<file path="src/plc_pkg.sv">
`default_nettype none
// ----------------------------------------------------------------------------
// plc_pkg - shared types and codes for the positional list block
// Holds the result status codes, the request kinds and the sequencer state type.
// ----------------------------------------------------------------------------
package plc_pkg;

  // Result status codes.
  typedef enum logic [1:0] {
    ST_DONE  = 2'd0,
    ST_RANGE = 2'd1,
    ST_FULL  = 2'd2
  } plc_status_t;

  // Request kinds.
  typedef enum logic {
    KIND_INSERT = 1'b0,
    KIND_DELETE = 1'b1
  } plc_kind_t;

  // Sequencer states.
  typedef enum logic [2:0] {
    S_IDLE,
    S_DEL_CAP,
    S_SH_RD,
    S_SH_WR,
    S_INS_WR,
    S_RESP
  } plc_state_t;

endpackage : plc_pkg
`default_nettype wire

</file>
<file path="src/plc_seq.sv">
`default_nettype none
// ----------------------------------------------------------------------------
// plc_seq - request sequencer
// Checks each request, then moves entries one at a time through the storage
// using a single shared pointer step unit, and keeps the entry count.
// ----------------------------------------------------------------------------
module plc_seq
  import plc_pkg::*;
#(
  parameter int CAPACITY = 128,
  parameter int AW       = 7,
  parameter int CW       = 8
) (
  input  wire logic          clk,
  input  wire logic          rst,
  // request side
  input  wire logic          req_valid,
  output logic               req_ready,
  input  wire logic          req_kind,
  input  wire logic [7:0]    req_position,
  input  wire logic [31:0]   req_value,
  // result side
  input  wire logic          res_free,
  output logic               res_valid,
  output logic [1:0]         res_status,
  output logic [31:0]        res_removed,
  output logic [7:0]         res_length,
  // storage port
  output logic               mem_we,
  output logic [AW-1:0]      mem_waddr,
  output logic [31:0]        mem_wdata,
  output logic [AW-1:0]      mem_raddr,
  input  wire logic [31:0]   mem_rdata
);

  localparam int CMPW = ((CW > 8) ? CW : 8) + 1;

  plc_state_t  state, state_next;
  logic [CW-1:0] count;
  logic [CW-1:0] ptr;
  logic [AW-1:0] idx;
  logic          op_kind;
  logic [31:0]   op_value;
  plc_status_t   op_status;
  logic [31:0]   removed;

  logic [CMPW-1:0] pos_w, cnt_w, idx_full;
  logic [AW-1:0]   idx_in;
  plc_status_t     chk_status;
  logic [CW-1:0]   ptr_inc, ptr_dec;
  logic [CW-1:0]   count_after;
  logic [CW+7:0]   length_ext;
  logic            accept;

  assign accept = (state == S_IDLE) && req_valid;

  // Request check.
  always_comb begin
    pos_w    = CMPW'(req_position);
    cnt_w    = CMPW'(count);
    idx_full = pos_w - CMPW'(1);
    idx_in   = idx_full[AW-1:0];
    if (req_kind == KIND_INSERT) begin
      if (pos_w == '0 || pos_w > cnt_w + CMPW'(1)) begin
        chk_status = ST_RANGE;
      end else if (count == CW'(CAPACITY)) begin
        chk_status = ST_FULL;
      end else begin
        chk_status = ST_DONE;
      end
    end else begin
      if (pos_w == '0 || pos_w > cnt_w) begin
        chk_status = ST_RANGE;
      end else begin
        chk_status = ST_DONE;
      end
    end
  end

  // Shared pointer step unit.
  assign ptr_inc = ptr + CW'(1);
  assign ptr_dec = ptr - CW'(1);

  always_comb begin
    if (op_status != ST_DONE) begin
      count_after = count;
    end else if (op_kind == KIND_DELETE) begin
      count_after = count - CW'(1);
    end else begin
      count_after = count + CW'(1);
    end
  end

  assign length_ext = {8'd0, count_after};

  // Next state.
  always_comb begin
    state_next = state;
    case (state)
      S_IDLE: begin
        if (req_valid) begin
          if (chk_status != ST_DONE) begin
            state_next = S_RESP;
          end else if (req_kind == KIND_DELETE) begin
            state_next = S_DEL_CAP;
          end else if (count == CW'(idx_in)) begin
            state_next = S_INS_WR;
          end else begin
            state_next = S_SH_RD;
          end
        end
      end
      S_DEL_CAP: begin
        state_next = (ptr == count) ? S_RESP : S_SH_RD;
      end
      S_SH_RD: begin
        state_next = S_SH_WR;
      end
      S_SH_WR: begin
        if (op_kind == KIND_DELETE) begin
          state_next = (ptr_inc == count) ? S_RESP : S_SH_RD;
        end else begin
          state_next = (ptr_dec == CW'(idx)) ? S_INS_WR : S_SH_RD;
        end
      end
      S_INS_WR: begin
        state_next = S_RESP;
      end
      S_RESP: begin
        if (res_free) begin
          state_next = S_IDLE;
        end
      end
      default: begin
        state_next = S_IDLE;
      end
    endcase
  end

  // Outputs.
  always_comb begin
    req_ready = 1'b0;
    res_valid = 1'b0;
    mem_we    = 1'b0;
    mem_waddr = ptr[AW-1:0];
    mem_wdata = mem_rdata;
    mem_raddr = ptr[AW-1:0];
    case (state)
      S_IDLE: begin
        req_ready = 1'b1;
        mem_raddr = idx_in;
      end
      S_SH_RD: begin
        mem_raddr = (op_kind == KIND_DELETE) ? ptr[AW-1:0] : ptr_dec[AW-1:0];
      end
      S_SH_WR: begin
        mem_we    = 1'b1;
        mem_waddr = (op_kind == KIND_DELETE) ? ptr_dec[AW-1:0] : ptr[AW-1:0];
      end
      S_INS_WR: begin
        mem_we    = 1'b1;
        mem_waddr = idx;
        mem_wdata = op_value;
      end
      S_RESP: begin
        res_valid = 1'b1;
      end
      default: begin
        req_ready = 1'b0;
      end
    endcase
  end

  assign res_status  = op_status;
  assign res_removed = removed;
  assign res_length  = length_ext[7:0];

  always_ff @(posedge clk) begin
    if (rst) begin
      state <= S_IDLE;
      count <= '0;
    end else begin
      state <= state_next;
      if (state == S_RESP && res_free) begin
        count <= count_after;
      end
    end
  end

  always_ff @(posedge clk) begin
    if (accept) begin
      op_kind   <= req_kind;
      op_value  <= req_value;
      op_status <= chk_status;
      idx       <= idx_in;
      removed   <= '0;
      ptr       <= (req_kind == KIND_DELETE) ? CW'(idx_in) + CW'(1) : count;
    end else if (state == S_DEL_CAP) begin
      removed <= mem_rdata;
    end else if (state == S_SH_WR) begin
      ptr <= (op_kind == KIND_DELETE) ? ptr_inc : ptr_dec;
    end
  end

endmodule : plc_seq
`default_nettype wire

</file>
<file path="config.mk">
export PLATFORM = sky130hd
export DESIGN_NAME = plc_seq
export DESIGN_NICKNAME = d
export VERILOG_FILES = /design/src/plc_pkg.sv /design/src/plc_seq.sv
export SDC_FILE = /design/constraint.sdc
export NUM_CORES = 1
export LEC_CHECK = 0
export ABC_AREA = 1
export BUFFER_PORTS_ARGS = -buffer_cell sky130_fd_sc_hd__buf_4
export CORE_ASPECT_RATIO = 1.4
export CORE_MARGIN = 2
export CORE_UTILIZATION = 53
export DETAILED_ROUTE_END_ITERATION = 8
export GPL_TIMING_DRIVEN = 0
export PLACE_DENSITY_LB_ADDON = 0.1
export RECOVER_POWER = 50
export REMOVE_ABC_BUFFERS = 1
export SLEW_MARGIN = 20
export SYNTH_ARGS = -nofsm -noshare
export SYNTH_HDL_FRONTEND = slang
export SYNTH_SLANG_ARGS = --single-unit
</file>
<file path="constraint.sdc">
create_clock -name clk -period 3.4 [get_ports clk]
set_input_delay 0.68 -clock clk [delete_from_list [all_inputs] [get_ports clk]]
set_output_delay 0.68 -clock clk [all_outputs]
set_load 0.01 [all_outputs]
</file>
==> impl_metrics.py <==
metrics = {
    "setup_path": {
        "cp-end-kind": "output pin",
        "timing.rr.end": "ptr[1]",
        "crit_fanout": 10,
        "critical_path_class": "reg -> out",
        "rrSetupSlack_ps": 180,
        "required_ps": 2720,
        "rr_worst_depth": 7,
        "arrival_ps": 2570,
        "critPathLaunchType": "register",
        "r2r-start": "state[2]",
    },
    "detailed_routing": {
        "wl_per_cell_um": 18.13,
        "drc": 0,
        "vias": 6073,
        "wl_um": 19290,
        "antenna_left": 0,
        "firstDrtPassIters": 5,
        "drtIter0Drc": 353,
        "avgViaCountPerCell": 5.708,
    },
    "global_route": {
        "grt_pass1_wl_um": 29750,
        "grtUsageTotal": 0.3191,
        "grt_overflow": 0,
        "grt_pass1_vias": 5980,
        "antenna_found_initial": 0,
        "grt_start_max_net_pins": 34,
    },
    "sta": {
        "rsz0062_at_grt": "no",
        "worst_slew_pin_slew_ps": 1279,
        "final_hold_viol_count": 0,
        "fmax_mhz": 308.0,
        "final.period_utilization": 0.9548,
        "period_minus_slack_ps": 3246,
        "final-setup-viol-count": 0,
        "slew_headroom": 0.1443,
        "slew_viol_final": 0,
        "fin_skew_ps": 7.504,
    },
    "min_path": {
        "whs_path_depth": 2,
        "hold_path_end": "res_removed[14]",
        "hold_start": "res_removed[14]",
        "hold_class": "reg -> reg",
    },
    "pwr": {
        "p_seq_frac": 0.313,
        "p_leak_nw": 3.344,
        "power_mw": 6.110,
        "power_frac_clock": 0.177,
        "p_int_mw": 3.446,
        "p_sw_mw": 2.664,
        "pwr-share-comb": 0.511,
        "peakVddDrop_uv": 451.2,
        "sw_frac_of_total": 0.4360,
        "power-per-cell-area_nw_per_um2": 804.3,
    },
    "placed_design": {
        "place_congestion": 0.9083,
        "dpl.cell_count": 1043,
        "numPortBuffers": 167,
        "hpwlAfterDp_um": 14520,
    },
    "synthesis": {
        "yosysWarnings": 0,
        "netlist_instances": 758,
        "ys.flop_type": "edfxtp_1",
        "synth_edf_count": 50,
        "synth_cell_types": 45,
        "ys_seq_elements": 93,
        "syn_avg_cell_area_um2": 7.865,
        "synth-seq-area-share": 0.3962,
        "async_flop_share": 0,
        "synth_area_um2": 5962,
    },
    "die": {
        "coreArea_um2": 10920,
        "rows": 45,
        "dieWidth_um": 93.64,
        "fp.dieArea_um2": 12130,
        "die_y_um": 129.5,
        "initial_utilization": 0.5458,
        "ios": 168,
    },
    "clocking": {
        "cts_buffers": 9,
        "cts_tree": "done",
        "cts_buffer_depth": 2,
        "cts.htree.levels": 3,
        "cts_root_buf": "clkbuf_16",
        "clk_pin_slew_ps": 70,
        "cts_hold_buf": 0,
        "cts.sinks": 93,
        "clkLatencyLatePin_ps": 350,
    },
    "final_layout": {
        "n_antenna_cell": 0,
        "multiInputGateArea_um2": 3171,
        "register_area_um2": 2362,
        "area_growth_pct": 27.41,
        "drive_above_1_share": 0.2254,
        "final_cells": 1064,
        "nFillCells": 964,
        "final_nets": 1025,
    },
    "job": {
        "max-cap-violations": 0,
    },
    "outcome": {
        "outcome": "completed",
    },
}
## power by group through the flow
stage                     clock, mW  combinational (mW)  sequential (mW)
after floorplan                   0                1.74             1.93
after global placement            0                2.99             1.93
after detailed placement          0                3.19             1.94
after CTS                      1.09                3.23             1.91
after global routing           1.13                3.40             1.95
final                          1.08                3.12             1.91
## per-stage QoR
stage          setup slack (ps)  utilization  area (um2)  hold WS, ps  setup TNS, ps
2_1_floorplan            -218.7            -        5832        485.6          -2108
3_3_place_gp              -1704       0.6648        7262        448.3         -74990
3_5_place_dp             -205.1       0.6769        7393        453.5         -205.1
4_1_cts                   91.92       0.7082        7736        464.1              0
5_1_grt                   6.036       0.6954        7596        483.1              0
6_report                  153.6       0.6954        7596        462.1              0
## worst max-delay path by stage
stage	startpoint	end	cells after the start
floorplan	state[2]	ptr[0]	7
global placement	state[2]	ptr[6]	7
detailed placement	op_kind	res_length[6]	11
CTS	op_kind	res_length[6]	11
global route	op_kind	res_length[5]	11
finish	op_kind	res_length[5]	11
## cell type report
| type | instances | area share |
|---|---|---|
| Clock inverter | 7 | 0.01235 |
| Tap cell | 141 | 0.02323 |
| Sequential cell | 93 | 0.3110 |
| Timing Repair inverter | 1 | 0.0006589 |
| Clock buffer | 9 | 0.02965 |
| Inverter | 80 | 0.04003 |
| Multi-Input combinational cell | 557 | 0.4174 |
| Timing Repair Buffer | 176 | 0.1657 |
## flip-flops by register name (all words and copies together), names as in the netlist
| name | cells |
|---|---|
| res_status | 2 |
| idx | 7 |
| res_removed | 32 |
| op_kind | 1 |
| count | 8 |
| state | 3 |
| ptr | 8 |
| op_value | 32 |
## Yosys cell counts, types with 2 or more instances
library cell | count | share of area
buf_2 | 11 | 0.0092
nand4_1 | 16 | 0.017
a21oi_1 | 75 | 0.063
dfxtp_1 | 43 | 0.14
nor3_2 | 4 | 0.0067
edfxtp_1 | 50 | 0.25
xnor2_1 | 10 | 0.015
o21ai_1 | 2 | 0.0017
o21ai_0 | 36 | 0.030
xor2_1 | 11 | 0.016
mux2_2 | 32 | 0.060
o22ai_1 | 2 | 0.0021
a21o_1 | 2 | 0.0025
nand2_2 | 3 | 0.0031
o221ai_1 | 12 | 0.018
clkinv_1 | 2 | 0.0013
inv_2 | 6 | 0.0038
ha_1 | 29 | 0.061
nor2_1 | 49 | 0.031
inv_1 | 72 | 0.045
nand2_1 | 202 | 0.13
o211ai_1 | 6 | 0.0076
nand3b_1 | 2 | 0.0025
nor2_2 | 3 | 0.0031
a32oi_1 | 2 | 0.0029
nor2_4 | 3 | 0.0057
nor3b_1 | 2 | 0.0025
clkbuf_1 | 14 | 0.0088
nand3_1 | 37 | 0.031
nor3_1 | 5 | 0.0042
## kinds of logic (layout without fill, tap and decap cells)
logic type                 after synthesis  after routing  synth area share
AOI/OAI and AO/OA                      144            144            0.1375
buffers and inverters                  108            273           0.07219
and+or+nand+nor                        330            330            0.2386
DFF                                     93             93            0.3962
muxes                                   32             32           0.06044
xor gates and xnor gates                21             21           0.03085
adders and majority gates               30             30           0.06422
## cells in the final DEF (no fill, tap or decap), types with 4 or more instances in the layout
| cell type | count |
|---|---|
| nor3_1 | 6 |
| inv_1 | 72 |
| o211ai_1 | 6 |
| xor2_1 | 11 |
| xnor2_1 | 10 |
| inv_2 | 5 |
| nand2_1 | 201 |
| dfxtp_1 | 43 |
| o221ai_1 | 12 |
| o21ai_0 | 37 |
| a21oi_1 | 75 |
| clkbuf_4 | 32 |
| clkbuf_16 | 9 |
| nand3_1 | 37 |
| nand2_2 | 4 |
| mux2_2 | 32 |
| nor2_1 | 50 |
| nand4_1 | 16 |
| clkbuf_1 | 38 |
| buf_4 | 101 |
| edfxtp_1 | 50 |
| ha_1 | 29 |
## critical path, stage by stage (launching register included)
cell and delay, ps:
edfxtp_1 510, buf_4 250, ha_1 340, nand3_1 100, nand3_1 100, and2_1 170
o21ai_0 140, nand2_1 90, xor2_1 160, nand2_1 60, o21ai_0 120, buf_4 170
## repair_timing
action,in CTS,in global routing
cloned,1,0
setup buffers,2,2
resized for setup,1,0
setup endpoints to repair,4,1
## metal layers
layer | wire [um] | track usage | share of wire
met1 | 6763 | 0.3321 | 0.35
met5 | 0 | 0 | 0
met4 | 1102 | 0.1884 | 0.057
met3 | 1452 | 0.08023 | 0.075
met2 | 9972 | 0.5755 | 0.52
Power figures use the tool's default switching activity.
